<file path="config.mk">
export PLATFORM = sky130hd
export DESIGN_NAME = digm_ram
export DESIGN_NICKNAME = d
export VERILOG_FILES = /design/src/design/detection_iou_greedy_matcher_defines.svh /design/src/design/digm_ram.sv
export SDC_FILE = /design/constraint.sdc
export NUM_CORES = 1
export LEC_CHECK = 0
export ABC_AREA = 0
export BUFFER_PORTS_ARGS = -buffer_cell sky130_fd_sc_hd__buf_2
export CAP_MARGIN = 20
export CORE_MARGIN = 5
export CORE_UTILIZATION = 30
export CTS_CLUSTER_DIAMETER = 200
export DETAILED_ROUTE_END_ITERATION = 8
export PLACE_DENSITY = 0.48
export SLEW_MARGIN = 0
export SYNTH_ARGS = -nofsm -noshare
export SYNTH_HDL_FRONTEND = slang
export SYNTH_SLANG_ARGS = --single-unit
</file>
<file path="constraint.sdc">
create_clock -name clk_i -period 3 [get_ports clk_i]
set_input_delay 0.6 -clock clk_i [delete_from_list [all_inputs] [get_ports clk_i]]
set_output_delay 0.6 -clock clk_i [all_outputs]
set_load 0.01 [all_outputs]
</file>
<file path="src/design/detection_iou_greedy_matcher_defines.svh">
// assertion helpers for the matcher
`ifndef DETECTION_IOU_GREEDY_MATCHER_DEFINES_SVH
`define DETECTION_IOU_GREEDY_MATCHER_DEFINES_SVH

// property that holds whenever reset is released
`define DIGM_ASSERT(label, prop, msg) \
  label: assert property (@(posedge clk_i) disable iff (!rst_ni) (prop)) else $error(msg);

// implication on the next cycle
`define DIGM_ASSERT_NEXT(label, pre, post, msg) \
  label: assert property (@(posedge clk_i) disable iff (!rst_ni) (pre) |=> (post)) \
    else $error(msg);

`endif

</file>
<file path="src/design/digm_ram.sv">
module digm_ram #(
  parameter int unsigned Width = 8,
  parameter int unsigned Depth = 64
) (
  input  logic                     clk_i,
  input  logic                     we_i,
  input  logic [$clog2(Depth)-1:0] waddr_i,
  input  logic [Width-1:0]         wdata_i,
  input  logic [$clog2(Depth)-1:0] raddr_i,
  output logic [Width-1:0]         rdata_o
);
  logic [Width-1:0] mem [Depth];

  always_ff @(posedge clk_i) begin
    if (we_i) mem[waddr_i] <= wdata_i;
    rdata_o <= mem[raddr_i];
  end
endmodule

</file>
==> results.py <==
metrics = {
    "floorplan": {
        "die_y_um": 269,
        "die_area_um2": 72500,
        "die_w_um": 269,
        "io_pins": 30,
        "initial_core_util_pct": 30.1,
        "rows": 95,
        "fp.coreArea_um2": 66900,
    },
    "clocking": {
        "cts_resized": 0,
        "clk_latency_ns": 0.60,
        "cts_tree": "built",
        "clock_path_buffers": 3,
        "h-tree-depth": 2,
        "ctsHoldBuffers": 0,
        "path_clk_slew_ns": 0.06,
        "numClockSinks": 520,
        "cts_setup_buffers": 0,
        "cts-root-buf": "clkbuf_16",
        "cts_buffers": 54,
    },
    "routing": {
        "drtIter0Drc": 772,
        "firstDrtPassIters": 5,
        "wl_per_cell_um": 24.9,
        "vias": 9741,
        "drt-total-wl_um": 50100,
        "via_per_inst": 4.85,
        "remaining_drc_errors": 0,
        "antenna_left": 0,
    },
    "layout": {
        "instances_no_fill": 2009,
        "finalNetCount": 1117,
        "drive_above_1_share_pct": 31.7,
        "utilization_pct": 35.5,
        "register_area_um2": 15500,
        "nFillCells": 6184,
        "syn2layout_area_growth_pct": 17.9,
        "finalInstanceArea_um2": 23800,
        "multiInputGateArea_um2": 4320,
        "insertedDiodeCount": 0,
    },
    "job": {
        "max_cap_violations": 0,
    },
    "sta": {
        "worst_pin_slew_ns": 0.760,
        "fin_setup_tns_ns": 0,
        "hold_viol": 0,
        "fin_crit_ns": 2.40,
        "report.final.slew_viol_count": 0,
        "setup_viol": 0,
        "timing.hold.ws_ns": 0.392,
        "rsz0062_at_grt": "false",
        "max_freq_mhz": 417,
        "fin_skew_ns": 0.0245,
        "relSlewSlack_pct": 49.3,
        "fin_crit_sh_pct": 79.9,
    },
    "placed_design": {
        "placement.cell_area_um2": 22100,
        "routabilityCongestion": 0.762,
        "portBuffers": 29,
        "dp_cells": 1912,
        "place_hpwl_um": 31900,
    },
    "logic_synthesis": {
        "synth_edf_count": 512,
        "postSynthCellCount": 940,
        "synth_seq_cells": 520,
        "synth_warnings": 0,
        "ys_seq_area_share_pct": 77.0,
        "ys_types": 40,
        "avgSynthCellArea_um2": 21.5,
        "synth_flop_cell": "edfxtp_1",
        "postSynth.asyncResetShare_pct": 0,
        "syn_area_um2": 20200,
        "synth_nets": 962,
    },
    "grt": {
        "antenna_found_initial": 3,
        "grt_overflow_total": 0,
        "gr-usage-all-layers_pct": 13.6,
        "grt_pass1_wl_um": 73200,
        "grt_pass1_vias": 10233,
        "grt_max_degree": 65,
    },
    "worst_setup_path": {
        "cp_common_cell": "mux4_2",
        "slowest_stage": "mux4_2",
        "path_cells": "clkbuf_8 -> buf_4 -> mux4_2 -> mux4_2 -> nor2_1 -> nor3_1 -> o2bb2ai_1",
        "crit_type": "in -> reg",
        "crit_path_end_kind": "flip-flop",
        "r2r_slack_ns": 0.99,
        "cp_max_fo": 34,
        "path_delay_family": "multiplexers",
        "crit_arrival_ns": 2.87,
        "cp.required_ns": 3.47,
        "crit_buf_inv": 2,
        "start_kind": "input pin",
        "slowest_delay_ns": 0.54,
    },
    "pwr": {
        "p_leak_nw": 7.54,
        "ir_worst_vdd_uv": 380,
        "p_per_area_nw_per_um2": 637,
    },
    "status": {
        "status": "completed",
    },
    "worst_hold_path": {
        "hold_path_class": "in -> reg",
    },
}
## final timing paths
kind,to,start,cells after the start
max,rdata_o[1],raddr_i[0],7
min,mem[55][3],wdata_i[3],1
max reg2reg,rdata_o[1],mem[15][1],5
min reg2reg,rdata_o[6],mem[31][6],3
## kinds of logic after synthesis
| family | after synthesis | synth area share [%] |
|---|---|---|
| flip-flops | 520 | 77.0 |
| multiplexers | 162 | 15.9 |
| AND/OR/NAND/NOR | 153 | 3.39 |
| AO/OA/AOI/OAI | 54 | 2.07 |
| buffers and inverters | 51 | 1.57 |
## layout by cell type, fill, tap and decap left out, types with 3 or more instances in the layout
cell,n
mux2i_1,23
nor2b_1,14
o221ai_1,8
o2111ai_1,3
o22ai_1,8
clkbuf_16,55
buf_2,26
clkbuf_1,10
nand2_1,19
nand2b_1,7
o2bb2ai_1,3
a22oi_1,3
mux4_2,126
bufinv_16,3
buf_4,113
a221oi_1,6
buf_12,10
nor2_1,83
mux2_2,13
nand3_1,13
a21oi_1,3
clkinv_2,8
nor3_1,7
dfxtp_1,8
nand3b_1,3
a211oi_1,4
edfxtp_1,512
clkinv_1,18
## where the power goes
group          switching [mW]  internal (mW)
clock                    2.68           3.58
combinational           0.487          0.323
sequential             0.0309           8.04
total                    3.20           11.9
## metal layers
layer / wire, um / vias to the layer above / track usage [%]
li1: - / 4240 / -
met1: 23000 / 5247 / 19.4
met2: 24200 / 191 / 22.1
met3: 2080 / 59 / 2.45
met4: 807 / 4 / 3.08
met5: 21 / - / 0
## stage by stage
stage	power (mW)	setup WS (ns)
detailed placement	9.05	-0.0196
floorplan	8.64	0.732
global route	15.7	0.497
global placement	9.04	0.000696
finish	15.2	0.602
CTS	15.3	0.611
## final cells by class
cell class / instances / share of cell area [%]
Multi-Input combinational cell: 369 / 18.2
Clock inverter: 32 / 0.932
Tap cell: 873 / 4.60
Sequential cell: 520 / 65.4
Timing Repair Buffer: 150 / 5.02
Clock buffer: 65 / 5.95
## worst reg2reg max path, stage by stage (launching register included)
cell	delay, ns
edfxtp_1	0.37
mux4_2	0.53
mux4_2	0.49
nor2_1	0.29
nor3_1	0.09
o2bb2ai_1	0.13
## registers in the layout, indices dropped and copies added (netlist names)
register  flops
rdata_o       8
mem         512
## cells in the mapped netlist, drive strengths merged, types with 3 or more instances
library cell    n  area share [%]
edfxtp        512              76
mux4          126              14
nor2           83             1.5
buf            34             1.3
mux2i          23             1.1
nand2          19            0.35
clkbuf         17            0.32
nor2b          14            0.43
mux2           13            0.73
nand3          13            0.32
dfxtp           8            0.79
o221ai          8            0.35
o22ai           8            0.25
nand2b          7            0.22
nor3            7            0.17
a221oi          6            0.26
a211oi          4            0.15
o21ai           4           0.099
a21oi           3           0.074
a22oi           3            0.11
nand3b          3            0.11
o2111ai         3            0.13
o2bb2ai         3            0.13
No activity file was read; power rests on OpenSTA's default activity.
