==> config.mk <==
export PLATFORM = sky130hd
export DESIGN_NAME = digm_div
export DESIGN_NICKNAME = d
export VERILOG_FILES = /design/src/design/detection_iou_greedy_matcher_defines.svh /design/src/design/digm_pkg.sv /design/src/design/digm_div.sv
export SDC_FILE = /design/constraint.sdc
export NUM_CORES = 1
export LEC_CHECK = 0
export ABC_CLOCK_PERIOD_IN_PS = 2330
export BUFFER_PORTS_ARGS = -buffer_cell sky130_fd_sc_hd__buf_2
export CORE_ASPECT_RATIO = 1.75
export CORE_UTILIZATION = 51
export DETAILED_ROUTE_END_ITERATION = 16
export GPL_TIMING_DRIVEN = 0
export PLACE_DENSITY = 0.77
export SETUP_SLACK_MARGIN = 0.02
export SLEW_MARGIN = 20
export SYNTH_ARGS = -nofsm -noshare
export SYNTH_HDL_FRONTEND = slang
export SYNTH_SLANG_ARGS = --single-unit
==> constraint.sdc <==
create_clock -name clk_i -period 2.33 [get_ports clk_i]
set_clock_uncertainty 0.05 [all_clocks]
set_input_delay 0.699 -clock clk_i [delete_from_list [all_inputs] [get_ports clk_i]]
set_output_delay 0.699 -clock clk_i [all_outputs]
set_load 0.005 [all_outputs]
==> src/design/detection_iou_greedy_matcher_defines.svh <==
// assertion helpers for the matcher
`ifndef DETECTION_IOU_GREEDY_MATCHER_DEFINES_SVH
`define DETECTION_IOU_GREEDY_MATCHER_DEFINES_SVH

// property that holds whenever reset is released
`define DIGM_ASSERT(label, prop, msg) \
  label: assert property (@(posedge clk_i) disable iff (!rst_ni) (prop)) else $error(msg);

// implication on the next cycle
`define DIGM_ASSERT_NEXT(label, pre, post, msg) \
  label: assert property (@(posedge clk_i) disable iff (!rst_ni) (pre) |=> (post)) \
    else $error(msg);

`endif

==> src/design/digm_pkg.sv <==
package digm_pkg;

  localparam int unsigned FuncW = 2;
  localparam logic [1:0] FuncTruth = 2'd0;
  localparam logic [1:0] FuncGuess = 2'd1;
  localparam logic [1:0] FuncEnd   = 2'd2;

  localparam int unsigned ClassW = 8;
  localparam int unsigned ConfW  = 17;
  localparam int unsigned IouW   = 16;
  localparam int unsigned GtIdxW = 6;
  localparam int unsigned CoordW = 14;

  // area fits in 2*(CoordW+1)+2 bits, times 2^16 for the quotient
  localparam int unsigned AreaW = 2 * (CoordW + 1) + 2;
  localparam int unsigned NumW  = AreaW + IouW;

  typedef struct packed {
    logic [ClassW-1:0] pred_class;
    logic [ConfW-1:0]  pred_conf;
    logic [IouW-1:0]   match_iou;
    logic [GtIdxW-1:0] matched_gt;
    logic              nothing_detected;
    logic              overflow;
    logic              last;
  } result_t;

  typedef struct packed {
    logic [FuncW-1:0]  func;
    logic [ClassW-1:0] class_id;
    logic [ConfW-1:0]  confidence;
    logic [CoordW-1:0] left_x;
    logic [CoordW-1:0] top_y;
    logic [CoordW-1:0] right_x;
    logic [CoordW-1:0] bottom_y;
  } item_t;

  // divider request and response
  typedef struct packed {
    logic            start;
    logic [NumW-1:0] num;
    logic [AreaW-1:0] den;
  } div_req_t;

  typedef struct packed {
    logic            done;
    logic [NumW-1:0] quot;
  } div_rsp_t;

endpackage

==> src/design/digm_div.sv <==
module digm_div import digm_pkg::*; (
  input  logic     clk_i,
  input  logic     rst_ni,
  input  div_req_t req_i,
  output div_rsp_t rsp_o
);
  localparam int unsigned CntW = $clog2(NumW + 1);

  logic [NumW-1:0]  quot_q, quot_d;
  logic [AreaW:0]   rem_q, rem_d;
  logic [AreaW-1:0] den_q, den_d;
  logic [CntW-1:0]  cnt_q, cnt_d;
  logic             busy_q, busy_d, done_q, done_d;
  logic [AreaW:0]   trial;

  // restoring divider, one quotient bit a cycle
  always_comb begin
    quot_d = quot_q;
    rem_d  = rem_q;
    den_d  = den_q;
    cnt_d  = cnt_q;
    busy_d = busy_q;
    done_d = 1'b0;
    trial  = {rem_q[AreaW-1:0], quot_q[NumW-1]};
    if (req_i.start) begin
      quot_d = req_i.num;
      rem_d  = '0;
      den_d  = req_i.den;
      cnt_d  = CntW'(NumW);
      busy_d = 1'b1;
    end else if (busy_q) begin
      if (trial >= {1'b0, den_q}) begin
        rem_d = trial - {1'b0, den_q};
        quot_d = {quot_q[NumW-2:0], 1'b1};
      end else begin
        rem_d = trial;
        quot_d = {quot_q[NumW-2:0], 1'b0};
      end
      cnt_d = cnt_q - 1'b1;
      if (cnt_q == CntW'(1)) begin
        busy_d = 1'b0;
        done_d = 1'b1;
      end
    end
  end

  always_ff @(posedge clk_i or negedge rst_ni) begin
    if (!rst_ni) begin
      busy_q <= 1'b0;
      done_q <= 1'b0;
      cnt_q  <= '0;
    end else begin
      busy_q <= busy_d;
      done_q <= done_d;
      cnt_q  <= cnt_d;
    end
  end

  always_ff @(posedge clk_i) begin
    quot_q <= quot_d;
    rem_q  <= rem_d;
    den_q  <= den_d;
  end

  assign rsp_o.done = done_q;
  assign rsp_o.quot = quot_q;
endmodule

==> reports/qor.yml <==
outcome: "finished, violations left"
violations: "setup timing"
routed_wl_um: 20700
drt_iter0_drc: 516
dp_hpwl_um: 13400
post-route-period-util: 1.21
relSlewSlack: 0.377
grt_overflow: 0
met3_usage: 0.0604
cp_cell_sequence: "inv_1 > fa_2 > nor2b_4 > o2111ai_2 > a21oi_2 > nor2_2 > nor3_2 > nor3_1 > a211o_1 > a311oi_2"
fp.dieArea_mm2: 0.0143
routedWlPerCell_um: 20.3
p_leak_nw: 3.82
fmax_mhz: 355
finalNetCount: 949
ys_types: 70
cts_buffer_depth: 2
slowest_delay_ps: 440
core_mm2: 0.0135
clk_latency_ps: 420
busiest_layer: "met2"
root_buffer: "clkbuf_16"
syn_avg_cell_area_um2: 10.8
powerDensity_mw_per_mm2: 768
cp_max_fo: 3
final_util: 0.686
cp_data_required_time_ps: 2610
yosysWarnings: 0
ys.flop_type: "edfxtp_1"
cp.arrival_ps: 3100
die_w_um: 90.9
grt_pass1_vias: 6310
ys_ff_latch: 120
worst_setup_path_end_kind: "flop"
io-pin-count: 132
die_h_um: 158
drc: 0
drv_slew: 0
slowest_stage: "dfxtp_1"
synth.cell_area_mm2: 0.00705
grt_pass1_wl_um: 30900
syn-num-nets: 770
h-tree-depth: 4
yosysSeqAreaShare: 0.460
ir_drop_v: 0.000587
reg2reg_slack_ps: -490
dr_total_vias: 6226
fp-row-count: 56
period_needed_ps: 2820
hold_viol: 0
dp_slack_ps: -1200
numPortBuffers: 131
critical_path.top_delay_family: "compound AO/OA/AOI/OAI gates"
gp_congestion: 0.923
hold_ws_ps: 55.3
grt_max_degree: 34
cp_num_buf_inv: 1
crit_path_start_kind: "flop"
grt_setup_unrepaired: "true"
antenna_found_initial: 0
rr_worst_depth: 10
r2r_end: "rem_q[18]"
postLayoutSetupSlackWorst_ps: -489
crit_type: "reg -> reg"
viasPerCell: 6.12
clkSinkCount: 120
netlist_instances: 652
diodes: 0
cts_tree: "yes"
met1_usage: 0.275
cts_made_buffers: 17
use_met2: 0.516
initial_core_util: 0.524
clk_pin_slew_ps: 60
ctsHoldBuffers: 0
synth_edf_count: 80
total_power_mw: 7.09
hold_class: "in -> async"
track_usage: 0.280
async_flop_share: 0.0667
setup_viol: 33
r2r-start: "rem_q[0]"
worst_pin_slew_ps: 934
drive_above_1_share: 0.442
first_pass_iters: 7
drt.antenna.violating_nets: 0
cap_violations: 0
syn2layout_area_growth_pct: 30.9
## report_power, final
group | switching (mW) | internal (mW) | leakage (nW)
combinational | 0.926 | 0.820 | 2.36
sequential | 0.154 | 2.51 | 1.18
clock | 1.15 | 1.53 | 0.292
## cells by family after synthesis
| group | after synthesis | synth area share |
|---|---|---|
| simple gates | 180 | 0.133 |
| compound gates | 161 | 0.182 |
| flops | 120 | 0.460 |
| buf+inv | 80 | 0.0499 |
| mux | 52 | 0.0823 |
| fa+ha+maj | 35 | 0.0632 |
| xor+xnor | 24 | 0.0298 |
## per-stage QoR
stage	cell area [um^2]	TNS, ps	cells
CTS	8960	-11380	1007
detailed placement	7960	-120930	957
global route	9230	-16070	1018
global placement	7960	-108090	957
finish	9230	-13270	1018
floorplan	7090	-4820	652
## synth_stat cells (all sizes together), types with 6 or more instances
library cell,n,share of area
xor2,7,0.0087
nand3,32,0.031
a21oi,36,0.027
edfxtp,80,0.34
nand4,16,0.014
o211ai,13,0.017
mux2,48,0.077
ha,34,0.060
nand2b,8,0.0071
nor3,10,0.0071
inv,40,0.021
dfrtp,8,0.028
and2,6,0.0057
and3,7,0.0062
dfxtp,32,0.091
clkbuf,19,0.010
nand2,38,0.021
xnor2,17,0.021
a311oi,22,0.042
buf,21,0.018
a21o,9,0.011
o21ai,37,0.028
o21a,7,0.0075
nor2,48,0.026
## metal layers
layer	up-vias	share of wire
met5	-	0
met4	0	0.065
met3	115	0.059
met2	318	0.53
met1	2991	0.35
li1	2802	-
## how the worst max path moves through the flow
stage                     depth (start not counted)  slack, ps         end       from
after detailed placement                          5      -1200  quot_q[45]  req_i[80]
after CTS                                        12       -420    rem_q[7]   den_q[8]
after floorplan                                  11       -190   quot_q[0]   den_q[8]
final                                            10       -490   rem_q[18]   rem_q[0]
after global routing                             10       -620   rem_q[18]   rem_q[0]
after global placement                            5      -1140  quot_q[43]  req_i[80]
## what timing repair did
| item | in CTS | in global routing |
|---|---|---|
| gates cloned | 2 | 0 |
| setup endpoints to repair | 136 | 94 |
| pin swaps | 23 | 26 |
| buffers inserted | 19 | 13 |
| gates resized for setup | 63 | 54 |
## layout make-up
class / count / area [um^2]
well taps: 174 / 218
clock buffers: 17 / 425
fillers: 973 / 4220
flip-flops and latches: 120 / 3240
repair buffers: 164 / 938
plain buffers: 35 / 270
multi-input cells: 452 / 3800
repair inverters: 1 / 7.51
clock inverters: 15 / 174
inverters: 40 / 154
## layout by cell type (no fill, tap or decap), types with 9 or more instances in the layout
cell       instances
o211ai_1          11
dfxtp_1           31
edfxtp_1          80
buf_6             11
mux2_2            48
nand3_1           14
clkbuf_16         17
buf_4             31
ha_1              18
ha_4               9
nor2_1            43
buf_2            135
o21ai_1           20
nand4_1           16
nand3_2           17
xnor2_1           17
inv_1             36
a21oi_1           26
o21ai_0           12
a311oi_2          20
clkbuf_1          10
nand2_1           35
## sequential cells by signal, summed over array words and instances, names as in the netlist
| name | count |
|---|---|
| rem_q | 32 |
| den_q | 32 |
| done_q | 1 |
| quot_q | 48 |
| cnt_q | 6 |
| busy_q | 1 |
No activity file was read; power rests on OpenSTA's default activity.
